==> src/design/assert_macros.svh <==
// Assertion macros shared by the slot reference counter RTL.
// Each macro takes a label, the clock and the reset so that the callers stay short.
`ifndef ASSERT_MACROS_SVH
`define ASSERT_MACROS_SVH

// Checks that an expression holds at every clock edge outside reset.
`define ASSERT_ALWAYS(label, clk, rst, expr) \
  label: assert property (@(posedge clk) disable iff (rst) (expr)) \
    else $error("assertion failed");

// Checks that a condition implies a consequence in the same cycle.
`define ASSERT_IMPLIES(label, clk, rst, ante, cons) \
  label: assert property (@(posedge clk) disable iff (rst) (ante) |-> (cons)) \
    else $error("assertion failed");

`endif

==> src/design/icsrc_pkg.sv <==
// Package for the indirect call slot reference counter.
// Holds the opcodes, the byte constants, the sizes and the queue entry type.
`default_nettype none

package icsrc_pkg;

  localparam int MAX_SLOTS = 256;
  localparam int SLOT_AW = (MAX_SLOTS > 1) ? $clog2(MAX_SLOTS) : 1;
  localparam int SLOT_CW = $clog2(MAX_SLOTS + 1);

  localparam int Q_DEPTH = 4;
  localparam int Q_AW = $clog2(Q_DEPTH);
  localparam int Q_CW = $clog2(Q_DEPTH + 1);

  localparam logic [1:0] OP_CLEAR = 2'd0;
  localparam logic [1:0] OP_LOAD = 2'd1;
  localparam logic [1:0] OP_BEGIN = 2'd2;
  localparam logic [1:0] OP_SCAN = 2'd3;

  localparam logic [7:0] PREFIX_BYTE = 8'hFF;
  localparam logic [7:0] CALL_MODRM = 8'h15;
  localparam logic [7:0] JMP_MODRM = 8'h25;
  localparam logic [31:0] WINDOW_LEN = 32'd6;
  localparam logic [31:0] TOTAL_MAX = 32'hFFFF_FFFF;

  typedef struct packed {
    logic [1:0] op;
    logic cand;
    logic [31:0] word;
  } icsrc_entry_t;

endpackage

`default_nettype wire

==> src/design/icsrc_if.sv <==
// Request and result channel interfaces for the slot reference counter.
// Each carries valid, ready and the payload fields; no package is needed.
`default_nettype none

interface icsrc_in_if;
  logic valid;
  logic ready;
  logic [1:0] opcode;
  logic [31:0] slot_address;
  logic [7:0] code_byte;

  modport source (output valid, opcode, slot_address, code_byte, input ready);
  modport sink (input valid, opcode, slot_address, code_byte, output ready);
endinterface


`default_nettype wire

==> src/design/icsrc_front.sv <==
// Front end: accepts requests, keeps the byte window and the range offset,
// and classifies each request into a queue entry. Uses icsrc_pkg and icsrc_if.
`default_nettype none

module icsrc_front import icsrc_pkg::*; (
  input  wire logic        clk,
  input  wire logic        rst,
  input  wire logic        cfg_we,
  input  wire logic [31:0] cfg_wdata,
  icsrc_in_if.sink         in_ch,
  input  wire logic        q_full,
  output logic             push,
  output icsrc_entry_t     push_entry
);

  logic [31:0] base;
  logic [47:0] window;
  logic [31:0] bytes_seen;
  logic [47:0] window_next;
  logic [31:0] bytes_next;
  logic [31:0] disp;
  logic [31:0] target;
  logic        is_ref;

  assign in_ch.ready = !q_full;
  assign push = in_ch.valid && !q_full;

  always_comb begin
    window_next = {window[39:0], in_ch.code_byte};
    bytes_next = bytes_seen + 32'd1;
    disp = {window_next[7:0], window_next[15:8], window_next[23:16], window_next[31:24]};
    target = base + bytes_next + disp;
    is_ref = (bytes_next >= WINDOW_LEN) && (window_next[47:40] == PREFIX_BYTE) &&
             ((window_next[39:32] == CALL_MODRM) || (window_next[39:32] == JMP_MODRM));
    push_entry.op = in_ch.opcode;
    push_entry.cand = (in_ch.opcode == OP_SCAN) && is_ref;
    push_entry.word = (in_ch.opcode == OP_LOAD) ? in_ch.slot_address : target;
  end

  always_ff @(posedge clk) begin
    if (rst) begin
      base <= '0;
      window <= '0;
      bytes_seen <= '0;
    end else begin
      if (cfg_we) begin
        base <= cfg_wdata;
      end
      if (push) begin
        case (in_ch.opcode)
          OP_BEGIN: begin
            window <= '0;
            bytes_seen <= '0;
          end
          OP_SCAN: begin
            window <= window_next;
            bytes_seen <= bytes_next;
          end
          default: begin
          end
        endcase
      end
    end
  end

endmodule

`default_nettype wire

==> src/flat_wrapper.sv <==
// flat-port wrapper written by rule: the top's interface ports become plain ports
module icsrc_front_flat import icsrc_pkg::*;
  (clk, rst, cfg_we, cfg_wdata, q_full, push, push_entry, in_ch_valid, in_ch_opcode, in_ch_slot_address, in_ch_code_byte, in_ch_ready);
  icsrc_in_if in_ch_i ();
  input  wire logic clk;
  input  wire logic rst;
  input  wire logic cfg_we;
  input  wire logic [31:0] cfg_wdata;
  input  wire logic q_full;
  output logic push;
  output icsrc_entry_t push_entry;
  input wire logic [$bits(in_ch_i.valid)-1:0] in_ch_valid;
  input wire logic [$bits(in_ch_i.opcode)-1:0] in_ch_opcode;
  input wire logic [$bits(in_ch_i.slot_address)-1:0] in_ch_slot_address;
  input wire logic [$bits(in_ch_i.code_byte)-1:0] in_ch_code_byte;
  output wire logic [$bits(in_ch_i.ready)-1:0] in_ch_ready;
  assign in_ch_i.valid = in_ch_valid;
  assign in_ch_i.opcode = in_ch_opcode;
  assign in_ch_i.slot_address = in_ch_slot_address;
  assign in_ch_i.code_byte = in_ch_code_byte;
  assign in_ch_ready = in_ch_i.ready;
  icsrc_front u_core (.clk(clk), .rst(rst), .cfg_we(cfg_we), .cfg_wdata(cfg_wdata), .in_ch(in_ch_i), .q_full(q_full), .push(push), .push_entry(push_entry));
endmodule
==> config.mk <==
export PLATFORM = sky130hd
export DESIGN_NAME = icsrc_front_flat
export DESIGN_NICKNAME = d
export VERILOG_FILES = /design/src/design/assert_macros.svh /design/src/design/icsrc_pkg.sv /design/src/design/icsrc_if.sv /design/src/design/icsrc_front.sv /design/src/flat_wrapper.sv
export SDC_FILE = /design/constraint.sdc
export NUM_CORES = 1
export LEC_CHECK = 0
export BUFFER_PORTS_ARGS = -buffer_cell sky130_fd_sc_hd__buf_4
export CORE_UTILIZATION = 34
export CTS_CLUSTER_DIAMETER = 50
export CTS_CLUSTER_SIZE = 28
export DETAILED_ROUTE_END_ITERATION = 6
export HOLD_SLACK_MARGIN = 0.06
export PLACE_DENSITY = 0.54
export SETUP_SLACK_MARGIN = 0.3
export SLEW_MARGIN = 20
export SYNTH_ARGS = -nofsm -noshare
export SYNTH_HDL_FRONTEND = slang
export SYNTH_SLANG_ARGS = --single-unit
==> constraint.sdc <==
create_clock -name clk -period 4.45 [get_ports clk]
set_input_delay 0.445 -clock clk [delete_from_list [all_inputs] [get_ports clk]]
set_output_delay 0.445 -clock clk [all_outputs]
set_load 0.01 [all_outputs]
[Yosys cells after proc, flatten, opt, wreduce, memory -nomap -nowiden]
Index checks and enable logic that the tools add are counted.
Word-level totals
  logic and storage cells: 24
  bits in registers: 104
  bits of input ports: 79
Cells by class
  reduce and logical (&&, ||, !) cells: 8
  magnitude comparators: 1
  $add $sub $neg: 3
  muxes and demuxes: 3
  equality and inequality tests: 6
Operators by type and width (number)
  one-hot mux 40 bit (2 select lines): 1
  adder 32 bit: 2
  one-hot mux 32 bit (2 select lines): 1
  adder 32 x 1 -> 32 bit, second input constant: 1
  >= comparator 32 x 3 -> 1 bit, second input constant: 1
  2-to-1 mux 32 bit: 1
  == test 8 x 5 -> 1 bit, second input constant: 1
  == test 8 x 6 -> 1 bit, second input constant: 1
  == test 8 bit, second input constant: 1
  == test 2 bit, second input constant: 2
  logical AND 1 bit: 4
  == test 2 x 1 -> 1 bit, second input constant: 1
  AND reduction 2 bit: 1
  nonzero test 2 bit: 1
  zero test 1 bit: 1
  logical OR 1 bit: 1

[Longest topological paths before layout]
  depth after elaboration: 5
  gate-level depth with buffers: 21
  depth with buffers taken out: 18

[Worst setup path before layout]
No wires, ideal clock.
  path type: register to output
  from: register u_core.bytes_seen[0]
  to: output port push_entry[29] in the netlist's numbering
  stages on the path, launching flop included: 19
  path buffers: 1
  arrival time: 4.153 ns
  setup slack: -0.148 ns
  path through: dfxtp_1 -> ha_1 -> nand3_1 -> nor3_1 -> and3_1 -> clkbuf_1 -> nand3_1 -> xnor2_1 -> fa_1 -> ha_1 -> a21oi_1 -> o211ai_1 -> a41oi_1 -> o21ai_0 -> a41o_1 -> o41ai_2 -> o21ai_1 -> xnor2_1 -> a21oi_1
RTL lines
  start: declaration: line icsrc_front.sv:18  | logic [31:0] bytes_seen;
  start signal: assignment: line icsrc_front.sv:57  | bytes_seen <= bytes_next;
  end: declaration: line flat_wrapper.sv:11  | output icsrc_entry_t push_entry;

==> flow_summary_export.csv <==
group,metric,value,unit
power_and_ir_drop,swShare,29.4,%
logic_synthesis,synth_most_common_cell,"nor2_1",
timing,fin_skew,8.89,ps
routing,via_per_inst,5.06,
logic_synthesis,syn_nets,1108,
power_and_ir_drop,p_leak,0.00492,µW
clocking,cts_buffers,9,
setup_path,critPathKind,"flip-flop to output pin",
global_route,grt_usage,21.2,%
timing,max_freq,216,MHz
clocking,cts.sinks,104,
floorplan,die_w,149,µm
placed_design,io_buffers,115,
floorplan,io_pins,116,
floorplan,core_area,21200,µm²
logic_synthesis,synth_area_leaders,"dfxtp_1 28%, a21oi_1 7.2%, fa_1 7.1%, ha_1 6.4%, nor2_1 5.9%",
setup_path,worst_ep_required_time,4010,ps
finish,drive_above_1_share,39.1,%
power_and_ir_drop,ir_worst_vdd,0.000140,V
timing,fin_ws,-186,ps
timing,timing.final.hold_violations,0,
power_and_ir_drop,pwr-share-seq,41.6,%
timing,tightest_slew,837,ps
power_and_ir_drop,p_comb_share,20.4,%
setup_path,cp_max_fo,4,
placed_design,placed_cell_area,9200,µm²
outcome,violations,"setup timing",
routing,wl_per_cell,16.4,µm
logic_synthesis,synth_commonest_cells,"116 x nor2_1, 115 x nand2_1, 106 x a21oi_1",
routing,drc,0,
setup_path,endpoint_kind,"output pin",
clocking,clk_pin_slew_worst_paths,80,ps
min_path,hp-class,"primary input to flip-flop",
finish,fin_area,11100,µm²
placed_design,hpwl,16700,µm
setup_path,startpoint_type,"flip-flop",
logic_synthesis,synth_top_area_share,28.2,%
power_and_ir_drop,p_int,1630,µW
timing,setup_violations,10,
power_and_ir_drop,p_per_area,208,nW/µm²
timing,finalCritPeriodShare,104,%
clocking,clockRootBuffer,"clkbuf_16",
logic_synthesis,synth_cell_types,59,
setup_path,rrSetupSlack,2180,ps
finish,antennaDiodeCount,0,
global_route,antenna_found_initial,0,
timing,slew-limit-headroom,44.2,%
clocking,cts_hold_buf,0,
floorplan,start_util,34.9,%
logic_synthesis,yosys.area.top_type,"dfxtp_1",
finish,syn2layout_area_growth,50.8,%
placed_design,gp_congestion,0.900,
finish,fin_nets,1331,
routing,antenna_left,0,
floorplan,std_cell_rows,53,
routing,dr.pass1.iters,6,
outcome,outcome,"complete, but fails checks",
placed_design,preCtsSetupSlack,-52.1,ps
clocking,htreeDepth,3,
routing,vias,7423,
global_route,grt_max_degree,105,
logic_synthesis,yosys_most_used_dff,"dfxtp_1",
floorplan,die_h,149,µm
logic_synthesis,synth_warnings,0,
global_route,grt_pass1_wl,36900,µm
setup_path,critPathSlowestCell,"fa_1",
timing,rsz0062_at_grt,"true",
logic_synthesis,syn_area,7380,µm²
floorplan,die-area,22300,µm²
timing,period_minus_slack,4640,ps
clocking,clk_path_buf_depth,2,
finish,fin_cells,1468,
placed_design,place_inst,1393,
logic_synthesis,yosysSeqAreaShare,28.2,%
logic_synthesis,synth_edf_count,0,
logic_synthesis,post_synth.cell_area_avg,7.64,µm²
setup_path,worst_ep_arrival_time,4190,ps
global_route,grt_pass1_vias,6881,
setup_path,critical_path.cell_chain,"buf_6, nand4_4, buf_6, nor2_4, xnor2_2, fa_1, inv_2, ha_4, a21o_1, a21oi_2, a21oi_4, o311a_4, a41o_1, o41ai_4, buf_4, xor2_1, a21oi_1, buf_4",
power_and_ir_drop,switchingPower,680,µW
routing,wl,24100,µm
routing,drtIter0Drc,458,
logic_synthesis,ys_ff_latch,104,
clocking,cts_tree,"done",
finish,fin_util,52.6,%
setup_path,max_stage_delay,450,ps
logic_synthesis,syn_inst,965,
run,max-cap-violations,0,
global_route,overflow,0,
logic_synthesis,ys_async_sr_fraction,0,%
clocking,clock_latency,360,ps
setup_path,crit_family,"compound AO/OA/AOI/OAI gates",
power_and_ir_drop,clkPwrFrac,38.0,%
setup_path,path_buf_inv,5,
timing,final_max_slew_viol_count,0,
## final cells by class
type | count | area [µm²]
well taps | 275 | 344
clock inverters | 7 | 97.6
inverters | 64 | 240
flip-flops and latches | 104 | 2110
clock buffers | 9 | 225
fillers | 1977 | 10000
repair buffers | 270 | 2140
multi-input cells | 739 | 5970
## state kept, by name (all words and copies together), names as in the netlist
| register | cells |
|---|---|
| u_core.bytes_seen | 32 |
| u_core.window | 40 |
| u_core.base | 32 |
## cell usage in the layout (no fill, tap or decap), drive strengths merged, types with 7 or more instances in the layout
cell / n
o21ai: 33
nand2: 115
nand3: 61
buf: 270
a21o: 21
fa: 26
nand4: 9
xnor2: 34
xor2: 29
and3: 9
dfxtp: 104
mux2i: 33
ha: 38
a22oi: 13
a21oi: 106
clkbuf: 9
nor4: 7
nor3: 22
nor2: 118
inv: 67
## worst paths after layout
path,startpoint,cells past startpoint,to
max reg2reg,u_core.bytes_seen[1]$_SDFFE_PP0P_,12,u_core.bytes_seen[30]$_SDFFE_PP0P_
max,u_core.bytes_seen[1]$_SDFFE_PP0P_,18,push_entry[27]
min,cfg_wdata[3],3,u_core.base[3]$_SDFFE_PP0P_
min reg2reg,u_core.window[39]$_SDFFE_PP0P_,2,u_core.window[39]$_SDFFE_PP0P_
## logic make-up (layout without fill, tap and decap cells)
family / Yosys count / in the layout / share of synthesized area, %
mux: 33 / 33 / 4.48
xor+xnor: 63 / 63 / 7.68
flops: 104 / 104 / 28.2
simple gates: 374 / 374 / 23.2
buf+inv: 122 / 350 / 6.50
fa+ha+maj: 64 / 64 / 13.5
compound gates: 205 / 205 / 16.4
## worst min-delay path: cells and delay by family
kind                   cells  cell delay [ps]
multiplexers               1               50
buffers and inverters      1               80
AND/OR/NAND/NOR            1               70
## metrics by stage
| stage | total power (µW) | TNS (ps) | hold WS [ps] |
|---|---|---|---|
| 6_report | 2310 | -874 | 317 |
| 5_1_grt | 2410 | -3220 | 312 |
| 4_1_cts | 2310 | -258 | 310 |
| 3_5_place_dp | 1400 | -144 | 446 |
| 3_3_place_gp | 1400 | -114 | 441 |
| 2_1_floorplan | 1210 | 0 | 432 |
## power groups by stage
stage	registers, µW	clock network (µW)	logic, µW
6_report	963	878	473
3_3_place_gp	987	0	411
5_1_grt	965	935	514
4_1_cts	963	899	445
3_5_place_dp	987	0	411
2_1_floorplan	981	0	227
## metal layers
layer / GRT usage (%) / share of wire, % / vias up
li1: - / - / 3726
met1: 30.5 / 49 / 3461
met2: 33.5 / 45 / 208
met3: 2.57 / 4.4 / 28
met4: 4.95 / 1.5 / 0
met5: 0 / 0 / -
## timing repair
action | in CTS | in global routing
endpoints found under the setup margin | 20 | 20
setup buffers | 32 | 26
gates resized for setup | 121 | 95
gates cloned | 1 | 0
pin swaps | 71 | 76
No activity file was read; power rests on OpenSTA's default activity.
