## config.mk

```make
export PLATFORM = sky130hd
export DESIGN_NAME = icsrc_queue
export DESIGN_NICKNAME = d
export VERILOG_FILES = /design/src/design/icsrc_pkg.sv /design/src/design/icsrc_queue.sv
export VERILOG_INCLUDE_DIRS = /design/src /design/src/design
export SDC_FILE = /design/constraint.sdc
export NUM_CORES = 1
export LEC_CHECK = 0
export ABC_CLOCK_PERIOD_IN_PS = 1900
export BUFFER_PORTS_ARGS = -buffer_cell sky130_fd_sc_hd__buf_2
export CELL_PAD_IN_SITES_DETAIL_PLACEMENT = 1
export CELL_PAD_IN_SITES_GLOBAL_PLACEMENT = 1
export CORE_MARGIN = 1
export CORE_UTILIZATION = 45
export DETAILED_ROUTE_END_ITERATION = 12
export PLACE_DENSITY = 0.79
export REMOVE_ABC_BUFFERS = 1
export SETUP_SLACK_MARGIN = 0.15
export SLEW_MARGIN = 20
export SYNTH_ARGS = -nofsm -noshare
export SYNTH_HDL_FRONTEND = slang
export SYNTH_SLANG_ARGS = --single-unit
export TNS_END_PERCENT = 30
```

## constraint.sdc

```tcl
create_clock -name clk -period 1.9 [get_ports clk]
set_input_delay 0.19 -clock clk [delete_from_list [all_inputs] [get_ports clk]]
set_output_delay 0.19 -clock clk [all_outputs]
set_load 0.05 [all_outputs]
```

## src/design/assert_macros.svh

```systemverilog
// Assertion macros shared by the slot reference counter RTL.
// Each macro takes a label, the clock and the reset so that the callers stay short.
`ifndef ASSERT_MACROS_SVH
`define ASSERT_MACROS_SVH

// Checks that an expression holds at every clock edge outside reset.
`define ASSERT_ALWAYS(label, clk, rst, expr) \
  label: assert property (@(posedge clk) disable iff (rst) (expr)) \
    else $error("assertion failed");

// Checks that a condition implies a consequence in the same cycle.
`define ASSERT_IMPLIES(label, clk, rst, ante, cons) \
  label: assert property (@(posedge clk) disable iff (rst) (ante) |-> (cons)) \
    else $error("assertion failed");

`endif

```

## src/design/icsrc_pkg.sv

```systemverilog
// Package for the indirect call slot reference counter.
// Holds the opcodes, the byte constants, the sizes and the queue entry type.
`default_nettype none

package icsrc_pkg;

  localparam int MAX_SLOTS = 256;
  localparam int SLOT_AW = (MAX_SLOTS > 1) ? $clog2(MAX_SLOTS) : 1;
  localparam int SLOT_CW = $clog2(MAX_SLOTS + 1);

  localparam int Q_DEPTH = 4;
  localparam int Q_AW = $clog2(Q_DEPTH);
  localparam int Q_CW = $clog2(Q_DEPTH + 1);

  localparam logic [1:0] OP_CLEAR = 2'd0;
  localparam logic [1:0] OP_LOAD = 2'd1;
  localparam logic [1:0] OP_BEGIN = 2'd2;
  localparam logic [1:0] OP_SCAN = 2'd3;

  localparam logic [7:0] PREFIX_BYTE = 8'hFF;
  localparam logic [7:0] CALL_MODRM = 8'h15;
  localparam logic [7:0] JMP_MODRM = 8'h25;
  localparam logic [31:0] WINDOW_LEN = 32'd6;
  localparam logic [31:0] TOTAL_MAX = 32'hFFFF_FFFF;

  typedef struct packed {
    logic [1:0] op;
    logic cand;
    logic [31:0] word;
  } icsrc_entry_t;

endpackage

`default_nettype wire

```

## src/design/icsrc_queue.sv

```systemverilog
// Short request queue between the front end and the back end.
// Uses icsrc_pkg for the entry type and depth.
`default_nettype none

`include "assert_macros.svh"

module icsrc_queue import icsrc_pkg::*; (
  input  wire logic         clk,
  input  wire logic         rst,
  input  wire logic         push,
  input  wire icsrc_entry_t push_entry,
  output logic              full,
  input  wire logic         pop,
  output icsrc_entry_t      head,
  output logic              empty
);

  icsrc_entry_t    entries [Q_DEPTH];
  logic [Q_AW-1:0] wr_ptr;
  logic [Q_AW-1:0] rd_ptr;
  logic [Q_CW-1:0] count;

  assign full = (count == Q_CW'(Q_DEPTH));
  assign empty = (count == '0);
  assign head = entries[rd_ptr];

  always_ff @(posedge clk) begin
    if (push) begin
      entries[wr_ptr] <= push_entry;
    end
  end

  always_ff @(posedge clk) begin
    if (rst) begin
      wr_ptr <= '0;
      rd_ptr <= '0;
      count <= '0;
    end else begin
      if (push) begin
        wr_ptr <= wr_ptr + Q_AW'(1);
      end
      if (pop) begin
        rd_ptr <= rd_ptr + Q_AW'(1);
      end
      if (push && !pop) begin
        count <= count + Q_CW'(1);
      end else if (pop && !push) begin
        count <= count - Q_CW'(1);
      end
    end
  end

  `ASSERT_IMPLIES(a_no_overflow, clk, rst, full, !push)
  `ASSERT_IMPLIES(a_no_underflow, clk, rst, empty, !pop)
  `ASSERT_ALWAYS(a_queue_count_bound, clk, rst, count <= Q_CW'(Q_DEPTH))

endmodule

`default_nettype wire

```

# [After elaboration in Yosys (flattened, before gate mapping)]
# Memories as Yosys holds them, arrays and structs flattened. A register that Yosys moved wholly into a read port is not among the register bits.
# Cells that the tools add are included.
[word_totals] ff_bits=7 latchBits=0 mem_bits_rw=140 romBits=0 input_bits=39 output_inout_bits=37 word_cells=21 memories=1
[mem_list] name="entries" words=4 width=35 read_ports=1 rd_ports_with_merged_regs=1 wr=1 line_no="icsrc_queue.sv:18" text="icsrc_entry_t entries [Q_DEPTH];"
[classes] add_sub_neg=4 mul=0 div=0 order_cmp=0 n_eq_ne=1 shifts=0 muxes=6 bitwise=0 reduce_logical=6
[ops] op="3-bit 2-to-1 mux" n=2
[ops] op="2-bit by 1-bit adder with 2-bit output, second input constant" n=2
[ops] op="2-bit 2-to-1 mux" n=2
[ops] op="3-bit by 1-bit adder with 3-bit output, second input constant" n=1
[ops] op="3-bit == test, second input constant" n=1
[ops] op="3-bit zero test" n=1
[ops] op="3-bit by 1-bit subtractor with 3-bit output, second input constant" n=1
[ops] op="1-bit logical AND" n=2
[ops] op="1-bit zero test" n=2
[ops] op="1-bit 2-to-1 mux" n=2
[ops] op="2-bit nonzero test" n=1

# [Longest topological paths before layout]
# Gate-level depths: netlist of the first run.
[logic_depth] depth_word=4 mapped_depth=7 mapped_depth_nobuf=7

# [Worst setup path before layout of the first run]
# OpenSTA, ideal clock, no wires.
[synth_path] kind="register to register" from="register wr_ptr[0]" to="memory entries[2][0] in the netlist's numbering (enable)" setup_time_ns=0.395 t_arrival_ns=1.399 t_required_ns=1.505 path_slack_ns=0.106 path_stages_with_launch=4 path_buffers=0 synth_period_minus_slack_ns=1.794 cell_sequence="dfxtp_1 inv_1 ha_1 and2_1"
[synth_lines] element="from (decl)" line_no="icsrc_queue.sv:19" text="logic [Q_AW-1:0] wr_ptr;"
[synth_lines] element="from (signal assigned)" line_no="icsrc_queue.sv:40" text="wr_ptr <= wr_ptr + Q_AW'(1);"
[synth_lines] element="to (decl)" line_no="icsrc_queue.sv:18"
# No word-level cell before the write port.

==> results.tsv, run 1 <==
metric	value	unit
crit path DAT	1.78	ns
initial core utilization	46.1	%
commonest non-fill, non-tap cell in the layout	edfxtp_1	
sequential element share of the synthesized area	79.3	%
GR peak layer	met2	
logic gate share of total power	16.1	%
critical path class	reg -> out	
gpl congestion	0.662	
Final Instance Area	0.00743	mm²
port bufs	75	
area share of the largest cell type after synthesis	76.0	%
clk_skew	0.00364	ns
Worst Tran Pin Value	0.314	ns
Iteration-0 DRC Markers	81	
worst-path cell chain	buf_12 > clkbuf_16 > mux4_2 > buf_6	
Die Y	113	µm
pwr dens	1180	mW/mm²
Syn Inst Count	227	
Max Cap Violations	0	
GR Layer Usage met2	28.3	%
Post-synth top flop	edfxtp_1	
crit end category	output pin	
largest family of logic cells by synthesized area	multiplexers	
TritonCTS clock tree	yes	
Top delay family on crit path	multiplexers	
die width	113	µm
Critical Path RT	1.71	ns
antenna violations before repair	0	
die area	0.0127	mm²
Pint	6.67	mW
Clk Latency, worst-skew pair	0.41	ns
Hold Fails Final Rpt	0	
clk slew on worst S/H paths	0.06	ns
Critical Path Max Stage Delay	0.51	ns
post-synthesis simple-gate area fraction	1.33	%
Syn. warnings	0	
NumNets Final	403	
r2r setup slk	0.41	ns
number of global-route vias before repair	2933	
grt met1 use	23.0	%
H-tree Lvls	4	
Pins Over Slew Limit	0	
GR Util All Layers	17.7	%
HPWL after detailed placement	5.84	mm
Final period util	104	%
share of layout cells above drive strength 1	43.4	%
Final ANT Viol Nets	0	
DRT Pass-1 Iters	4	
Period minus WS final	1.97	ns
Critical-path top delay cell	mux4_2	
GR Layer Usage met3	4.82	%
Synth Cell Area	0.00553	mm²
clock share of power	40.4	%
compound-cell area share of the yosys netlist	0.181	%
Final WS setup	-0.0718	ns
post-synthesis mux area share	15.0	%
Yosys cell types	23	
clk sink count	149	
Switch Pwr	2.12	mW
largest net degree at the start of global routing	36	
failing checks	negative setup slack	
Async S/R FF share, synth	0	%
slew margin rel.	79.1	%
Worst Setup Start Kind	register	
unrepaired setup endpoints after global routing	yes	
drt total wl	10.2	mm
WL/cell	19.7	µm
via count	2692	
status	finished, violations left	
core area	0.0120	mm²
global-route wire length before repair	16.0	mm
Std-Cell Rows	40	
gr ovfl total	0	
Avg Inst Size Synth	24.4	µm²
most frequent cells in the layout	140 x edfxtp_1, 40 x buf_2, 35 x mux4_2, 32 x dlygate4sd3_1, 31 x buf_6	
Worst Hold Class	in -> reg	
clk buf depth	2	
root buf cell	clkbuf_16	
vias per cell	5.20	
CP Buf/Inv Count	3	
Setup violations, final	24	
fmax	507	MHz
post-synthesis adder-cell area fraction	1.49	%
leading area contributor after synthesis	edfxtp_1	
Setup TNS	-0.856	ns
Synth Register Bits	149	
Ant. Diodes	0	
TritonCTS Buffers	17	
sequential share of power	43.5	%
synth-to-layout area growth	34.3	%
Area contributors post-synth	edfxtp_1 76%, mux4_2 12%, dfxtp_1 3.3%	
Placed Area	0.00613	mm²
Residual DRC	0	
Post-Synth XOR/XNOR Area	0.792	%
number of synthesized flops with an enable pin	140	
I/O Pins	76	
VDD IR-drop max	0.636	mV
critical path peak fanout	5	
sw frac	24.1	%
Leak	2.61	nW
[what timing repair did]
action,4_1_cts,5_1_grt
resized for setup,81,1
pin swaps,0,0
buffers inserted,2,0
gates cloned,2,1
hold buffers,32,0
setup endpoints to repair,35,35
endpoints found under the hold margin,128,0
[power by group through the flow]
stage	clock [mW]	sequential [mW]	combinational [mW]
final	3.55	3.82	1.41
after CTS	3.63	3.83	1.41
after global placement	0	3.88	1.12
after detailed placement	0	3.89	1.13
after floorplan	0	3.92	0.766
after global routing	3.74	3.84	1.48
[through the flow]
stage               util, %  power (mW)  hold slack, ns  setup WS, ns  std cells
floorplan                 -        4.68           0.259        -0.755        218
global placement       51.1        4.99           0.399         0.275        449
detailed placement     51.1        5.02           0.407         0.194        449
CTS                    61.6        8.87         0.00134        -0.102        517
global route           61.8        9.06         0.00632        -0.123        518
finish                 61.8        8.79          0.0182       -0.0718        518
[worst register-to-register path: cells and delay by family (launching register included)]
family | cells | cell delay, ns
compound gates | 1 | 0.14
fa+ha+maj | 1 | 0.45
xor+xnor | 1 | 0.18
simple gates | 1 | 0.31
flops | 1 | 0.35
[worst paths after layout]
path,startpoint,to,depth (start not counted)
setup reg to reg,count[0],count[2],4
hold reg to reg,count[2],count[2],2
hold / removal,push_entry[0],entries[1][0],1
setup / recovery,register,head[11],4
[layout make-up]
type	instances	area, µm²
Sequential cell	149	4390
Fill cell	994	4580
Multi-Input combinational cell	65	1020
Clock buffer	17	425
Timing Repair Buffer	121	1180
Inverter	4	15.0
Tap cell	147	184
Clock inverter	15	210
[Yosys cell counts, types with 2 or more instances]
| library cell | n |
|---|---|
| edfxtp_1 | 140 |
| mux4_2 | 30 |
| dfxtp_1 | 9 |
| nor2_1 | 7 |
| ha_1 | 5 |
| mux4_1 | 5 |
| and2_1 | 4 |
| inv_1 | 4 |
| buf_12 | 3 |
| buf_2 | 3 |
| xor2_1 | 3 |
| mux2i_1 | 2 |
| xnor2_1 | 2 |
[layer usage]
| metal | vias to the layer above | wire, µm | share of wire [%] |
|---|---|---|---|
| met1 | 1394 | 4580 | 45 |
| met4 | 0 | 153 | 1.5 |
| met2 | 78 | 5070 | 50 |
| met5 | - | 0 | 0 |
| met3 | 14 | 390 | 3.8 |
| li1 | 1206 | - | - |
[sequential cells by signal, summed over array words and instances (netlist names), named ones only]
| signal | flops |
|---|---|
| count | 3 |
| entries | 140 |
| rd_ptr | 2 |
| wr_ptr | 2 |
[cell families after synthesis]
group,after synthesis
compound gates,2
xor+xnor,5
fa+ha+maj,6
buf+inv,13
flops,149
mux,37
simple gates,15
No activity file was read; power rests on OpenSTA's default activity.
==> inputs of run 2 (changes only) <==
--- a/config.mk
+++ b/config.mk
@@ -7,7 +7,7 @@
 export NUM_CORES = 1
 export LEC_CHECK = 0
 export ABC_CLOCK_PERIOD_IN_PS = 1900
-export BUFFER_PORTS_ARGS = -buffer_cell sky130_fd_sc_hd__buf_2
+export BUFFER_PORTS_ARGS = -buffer_cell sky130_fd_sc_hd__clkbuf_2
 export CELL_PAD_IN_SITES_DETAIL_PLACEMENT = 1
 export CELL_PAD_IN_SITES_GLOBAL_PLACEMENT = 1
 export CORE_MARGIN = 1
==> run 2 against run 1 <==
The flow still finishes with violations (negative setup slack). Critical endpoint is now head[7]. Count of clock-buffer cells in the layout up 2. Non-clock buffer count up 2. Clock skew up 0.0039 ns. Total power down 1.5%. Die area unchanged. Via count up 0.63%. Critical path type unchanged. Critical path depth down 1. Fmax up 0.70%.
==> results.tsv, run 2 (synthesized netlist as in run 1, its figures left out) <==
metric	value	unit	change
share of layout cells above drive strength 1	41.1	%	-2.3 points
worst-path cell chain	buf_12 > mux4_2 > buf_8		
port bufs	75		unchanged
antenna violations before repair	0		unchanged
Leak	2.63	nW	+0.82%
Worst Setup Start Kind	register		
Setup TNS	-1.06	ns	-0.207 ns
most frequent cells in the layout	140 x edfxtp_1, 40 x clkbuf_2, 35 x dlygate4sd3_1, 34 x mux4_2, 34 x buf_8		
gpl congestion	0.652		-1.5%
unrepaired setup endpoints after global routing	yes		
Iteration-0 DRC Markers	90		+11%
clk buf depth	2		unchanged
Worst Hold Class	in -> reg		
status	finished, violations left		
TritonCTS Buffers	17		unchanged
crit end category	output pin		
I/O Pins	76		unchanged
Final WS setup	-0.0581	ns	+0.0137 ns
clk sink count	149		unchanged
die area	0.0127	mm²	unchanged
critical path peak fanout	10		+5
Max Cap Violations	0		unchanged
pwr dens	1160	mW/mm²	-1.8%
Residual DRC	0		unchanged
Final period util	103	%	-0.72 points
Std-Cell Rows	40		unchanged
NumNets Final	405		+0.50%
HPWL after detailed placement	6.22	mm	+6.5%
drt total wl	10.7	mm	+4.6%
Pins Over Slew Limit	0		unchanged
Period minus WS final	1.96	ns	-0.0137 ns
# fillers	1005		+1.1%
DRT Pass-1 Iters	4		unchanged
synth-to-layout area growth	34.8	%	
buffer count from post-CTS setup fixing	0		-2
Ant. Diodes	0		unchanged
commonest non-fill, non-tap cell in the layout	edfxtp_1		
Clk Latency, worst-skew pair	0.42	ns	about the same
biggest regs	entries x140, count x3		
root buf cell	clkbuf_16		
Final Instance Area	0.00745	mm²	+0.37%
largest net degree at the start of global routing	36		unchanged
gr ovfl total	0		unchanged
VDD IR-drop max	0.563	mV	-12%
largest reg by FF count	entries		
Top delay family on crit path	multiplexers		
clk_skew	0.00759	ns	+0.00394 ns
TritonCTS clock tree	yes		
H-tree Lvls	4		unchanged
global-route wire length before repair	16.8	mm	+4.7%
critical path class	reg -> out		
via count	2709		+0.63%
Setup violations, final	33		+38%
GR Util All Layers	18.9	%	+1.1 points
Critical Path RT	1.71	ns	about the same
CP Buf/Inv Count	2		-1
max FFs per register	140		unchanged
number of global-route vias before repair	3039		+3.6%
initial core utilization	46.1	%	unchanged
vias per cell	5.22		+0.44%
WL/cell	20.5	µm	+4.4%
failing checks	negative setup slack		
crit path DAT	1.77	ns	about the same
fmax	511	MHz	+0.70%
Die Y	113	µm	unchanged
Final ANT Viol Nets	0		unchanged
Placed Area	0.00612	mm²	-0.16%
slew margin rel.	80.3	%	+1.2 points
Critical-path top delay cell	mux4_2		
die width	113	µm	unchanged
Hold Fails Final Rpt	0		unchanged
Worst Tran Pin Value	0.296	ns	-0.0181 ns
core area	0.0120	mm²	unchanged
clk slew on worst S/H paths	0.06	ns	about the same
Critical Path Max Stage Delay	0.56	ns	+0.05 ns
-- run 2: cell types whose count changed in the layout (fill, tap and decap cells not counted), moves of 2 or more --
| cell | delta |
|---|---|
| buf_16 | -2 |
| buf_12 | -4 |
| buf_2 | -40 |
| buf_8 | +30 |
| clkinv_1 | +3 |
| clkbuf_1 | +2 |
| buf_4 | +4 |
| clkinvlp_4 | -2 |
| clkinv_2 | -3 |
| dlygate4sd3_1 | +3 |
| clkbuf_2 | +40 |
| buf_6 | -31 |
-- run 2: final timing paths --
path	end	start	cells past startpoint	slack, ns
worst max-delay path	head[7]	register	3	-0.06
worst min-delay path	count[2]	rst	2	0.05
worst max register to register	count[2]	count[0]	4	0.43
worst min register to register	count[2]	count[2]	2	0.52
-- run 2: layout make-up --
class | instances | area [µm²] | share of cell area [%]
multi-input combinational | 65 | 1030 | 13.8
sequential | 149 | 4390 | 58.9
clock buffer | 19 | 433 | 5.81
inverter | 4 | 15.0 | 0.201
timing repair buffer | 123 | 1240 | 16.7
tap | 147 | 184 | 2.47
clock inverter | 12 | 161 | 2.17
-- run 2: where the power goes --
group / internal, mW / switching [mW] / total, mW
sequential: 3.77 / 0.0629 / 3.83
combinational: 0.640 / 0.833 / 1.47
clock: 2.16 / 1.20 / 3.36
-- run 2: metrics by stage --
stage	setup WS (ns)	cells	power, mW	hold WS, ns	utilization [%]
after floorplan	-0.755	218	4.68	0.259	-
after global placement	0.265	451	4.99	0.403	51.0
after detailed placement	0.193	451	5.02	0.412	51.0
after CTS	-0.0945	517	8.64	0.0359	61.4
after global routing	-0.128	519	8.92	0.0641	62.1
final	-0.0581	519	8.66	0.0500	62.1
-- run 2: what timing repair did --
action,CTS,global route
hold buffers,35,0
hold endpoints to repair,140,0
setup endpoints to repair,35,35
gates resized for setup,72,37
cloned,0,2
-- run 2: per-layer routing --
metal | up-vias | GRT usage, % | share of wire (%) | routed length, µm
met5 | - | 0 | 0 | 0
met4 | 0 | 8.16 | 1.9 | 204
met3 | 15 | 5.52 | 3.9 | 411
met2 | 69 | 32.1 | 53 | 5620
met1 | 1414 | 22.6 | 41 | 4420
li1 | 1211 | - | - | -
==> inputs of run 3 (changes only) <==
--- a/config.mk
+++ b/config.mk
@@ -16,6 +16,7 @@
 export PLACE_DENSITY = 0.79
 export REMOVE_ABC_BUFFERS = 1
 export SETUP_SLACK_MARGIN = 0.15
+export SKIP_LAST_GASP = 1
 export SLEW_MARGIN = 20
 export SYNTH_ARGS = -nofsm -noshare
 export SYNTH_HDL_FRONTEND = slang
==> run 3 against run 2 <==
The flow still finishes with violations (negative setup slack). Core utilization decreased by 2.4 points. Hold slack improved by 0.0025 ns. First-iteration DRC count grew 30%. Final area decreased by 3.8%. Worst setup slack worse by 0.0056 ns. Wire length is 0.85% lower. Die area unchanged. Sequential power is essentially flat. Critical endpoint is now head[3]. Largest cell class unchanged.
==> results.tsv, run 3 (synthesized netlist as in run 1, its figures left out) <==
metric	value	unit	change
Clk Latency, worst-skew pair	0.42	ns	about the same
Final ANT Viol Nets	0		unchanged
vias per cell	5.19		-0.52%
Critical-path top delay cell	mux4_2		
worst reg2reg endpoint	count[2]		
unrepaired setup endpoints after global routing	yes		
VDD IR-drop max	0.556	mV	-1.2%
Die Y	113	µm	unchanged
fmax	509	MHz	-0.28%
GR Util All Layers	18.6	%	-0.28 points
GR Layer Usage met2	31.5	%	-0.58 points
Placed Area	0.00612	mm²	unchanged
NumNets Final	405		unchanged
Finished Layout Cells	519		unchanged
slew margin rel.	79.8	%	-0.46 points
failing checks	negative setup slack		
HPWL after detailed placement	6.22	mm	unchanged
share of layout cells above drive strength 1	40.3	%	-0.81 points
Place WS	0.193	ns	unchanged
via count	2695		-0.52%
CP endpoint	head[3]		
WP depth	3		unchanged
clk buf depth	2		unchanged
critical path peak fanout	8		-2
crit path DAT	1.77	ns	about the same
die area	0.0127	mm²	unchanged
Critical Path Max Stage Delay	0.52	ns	-0.04 ns
Final period util	103	%	+0.29 points
initial core utilization	46.1	%	unchanged
gr ovfl total	0		unchanged
most frequent cells in the layout	140 x edfxtp_1, 44 x clkbuf_2, 35 x dlygate4sd3_1, 31 x mux4_2, 20 x buf_4		
Hold Slack	0.0525	ns	+0.00255 ns
# fillers	1039		+3.4%
critical path class	reg -> out		
max FFs per register	140		unchanged
Final Instance Area	0.00717	mm²	-3.8%
root buf cell	clkbuf_16		
H-tree Lvls	4		unchanged
Tot Pwr	8.43	mW	-2.7%
Hold Fails Final Rpt	0		unchanged
gpl congestion	0.652		unchanged
core area	0.0120	mm²	unchanged
clk sink count	149		unchanged
Std-Cell Rows	40		unchanged
Worst Setup Start Kind	register		
biggest regs	entries x140, count x3		
Final WS setup	-0.0636	ns	-0.00556 ns
status	finished, violations left		
Iteration-0 DRC Markers	117		+30%
Worst Tran Pin Value	0.303	ns	+0.00686 ns
grt met1 use	22.2	%	-0.39 points
Worst Hold Class	in -> reg		
DRT Pass-1 Iters	4		unchanged
GR peak layer	met2		
Top delay family on crit path	multiplexers		
TritonCTS clock tree	yes		
FF-to-FF Start	count[0]		
antenna violations before repair	0		unchanged
worst r2r path cells	4		unchanged
number of global-route vias before repair	3004		-1.2%
Period minus WS final	1.96	ns	+0.00556 ns
Ant. Diodes	0		unchanged
Placed Cells	451		unchanged
CP Buf/Inv Count	2		unchanged
drt total wl	10.6	mm	-0.85%
global-route wire length before repair	16.5	mm	-1.4%
Residual DRC	0		unchanged
clk_skew	0.00931	ns	+0.00172 ns
pwr dens	1170	mW/mm²	+1.1%
Critical Path RT	1.71	ns	about the same
largest reg by FF count	entries		
I/O Pins	76		unchanged
WL/cell	20.4	µm	-0.85%
die width	113	µm	unchanged
TritonCTS Buffers	17		unchanged
Max Cap Violations	0		unchanged
port bufs	75		unchanged
r2r setup slk	0.42	ns	about the same
crit end category	output pin		
Pins Over Slew Limit	0		unchanged
commonest non-fill, non-tap cell in the layout	edfxtp_1		
worst-path cell chain	buf_12 > mux4_2 > clkbuf_2		
clk slew on worst S/H paths	0.06	ns	about the same
GR Layer Usage met3	5.62	%	+0.11 points
largest net degree at the start of global routing	36		unchanged
synth-to-layout area growth	29.7	%	
Setup violations, final	34		+3.0%
buffer count from post-CTS setup fixing	0		unchanged
Leak	2.54	nW	-3.5%
==> run 3: changes by cell type in the layout (fill, tap and decap cells not counted) <==
cell      previous run  this run
mux4_2              34        31
clkbuf_8             1         0
buf_2                0        15
clkbuf_2            40        44
buf_4                8        20
mux4_1               1         4
buf_8               34         0
buf_6                0         4
==> run 3: worst min-delay path by stage <==
| stage | start | to | cells past startpoint |
|---|---|---|---|
| 6_report | rst | count[2] | 2 |
| 3_3_place_gp | push_entry[32] | entries[0][32] | 1 |
| 5_1_grt | rst | count[2] | 2 |
| 3_5_place_dp | push_entry[5] | entries[3][5] | 1 |
| 2_1_floorplan | rst | count[2] | 1 |
| 4_1_cts | rst | count[2] | 2 |
==> run 3: metal layers <==
| layer | share of wire [%] | wire length (µm) |
|---|---|---|
| met5 | 0 | 0 |
| met4 | 1.6 | 170 |
| met3 | 3.7 | 392 |
| met2 | 53 | 5560 |
| met1 | 42 | 4450 |
==> run 3: layout make-up <==
| cell class | count | area, µm² | area share, % |
|---|---|---|---|
| Clock buffer | 19 | 433 | 6.04 |
| Multi-Input combinational cell | 65 | 1040 | 14.5 |
| Sequential cell | 149 | 4390 | 61.2 |
| Tap cell | 147 | 184 | 2.56 |
| Timing Repair Buffer | 123 | 951 | 13.3 |
| Clock inverter | 12 | 161 | 2.25 |
| Inverter | 4 | 15.0 | 0.209 |
==> run 3: stage by stage <==
stage / utilization (%) / TNS, ns
2_1_floorplan: - / -22.17
3_3_place_gp: 51.0 / 0
3_5_place_dp: 51.0 / 0
4_1_cts: 59.1 / -3.93
5_1_grt: 59.7 / -3.84
6_report: 59.7 / -1.58
==> run 3: repair_timing <==
item	CTS	global route
cloned	0	2
resized for setup	10	49
endpoints found under the setup margin	35	35
pin swaps	0	0
hold endpoints to repair	140	0
hold buffers	35	0
==> run 3: report_power, final <==
part	internal, mW	switching [mW]	total, mW
combinational	0.454	0.787	1.24
clock	2.16	1.19	3.36
sequential	3.77	0.0618	3.83
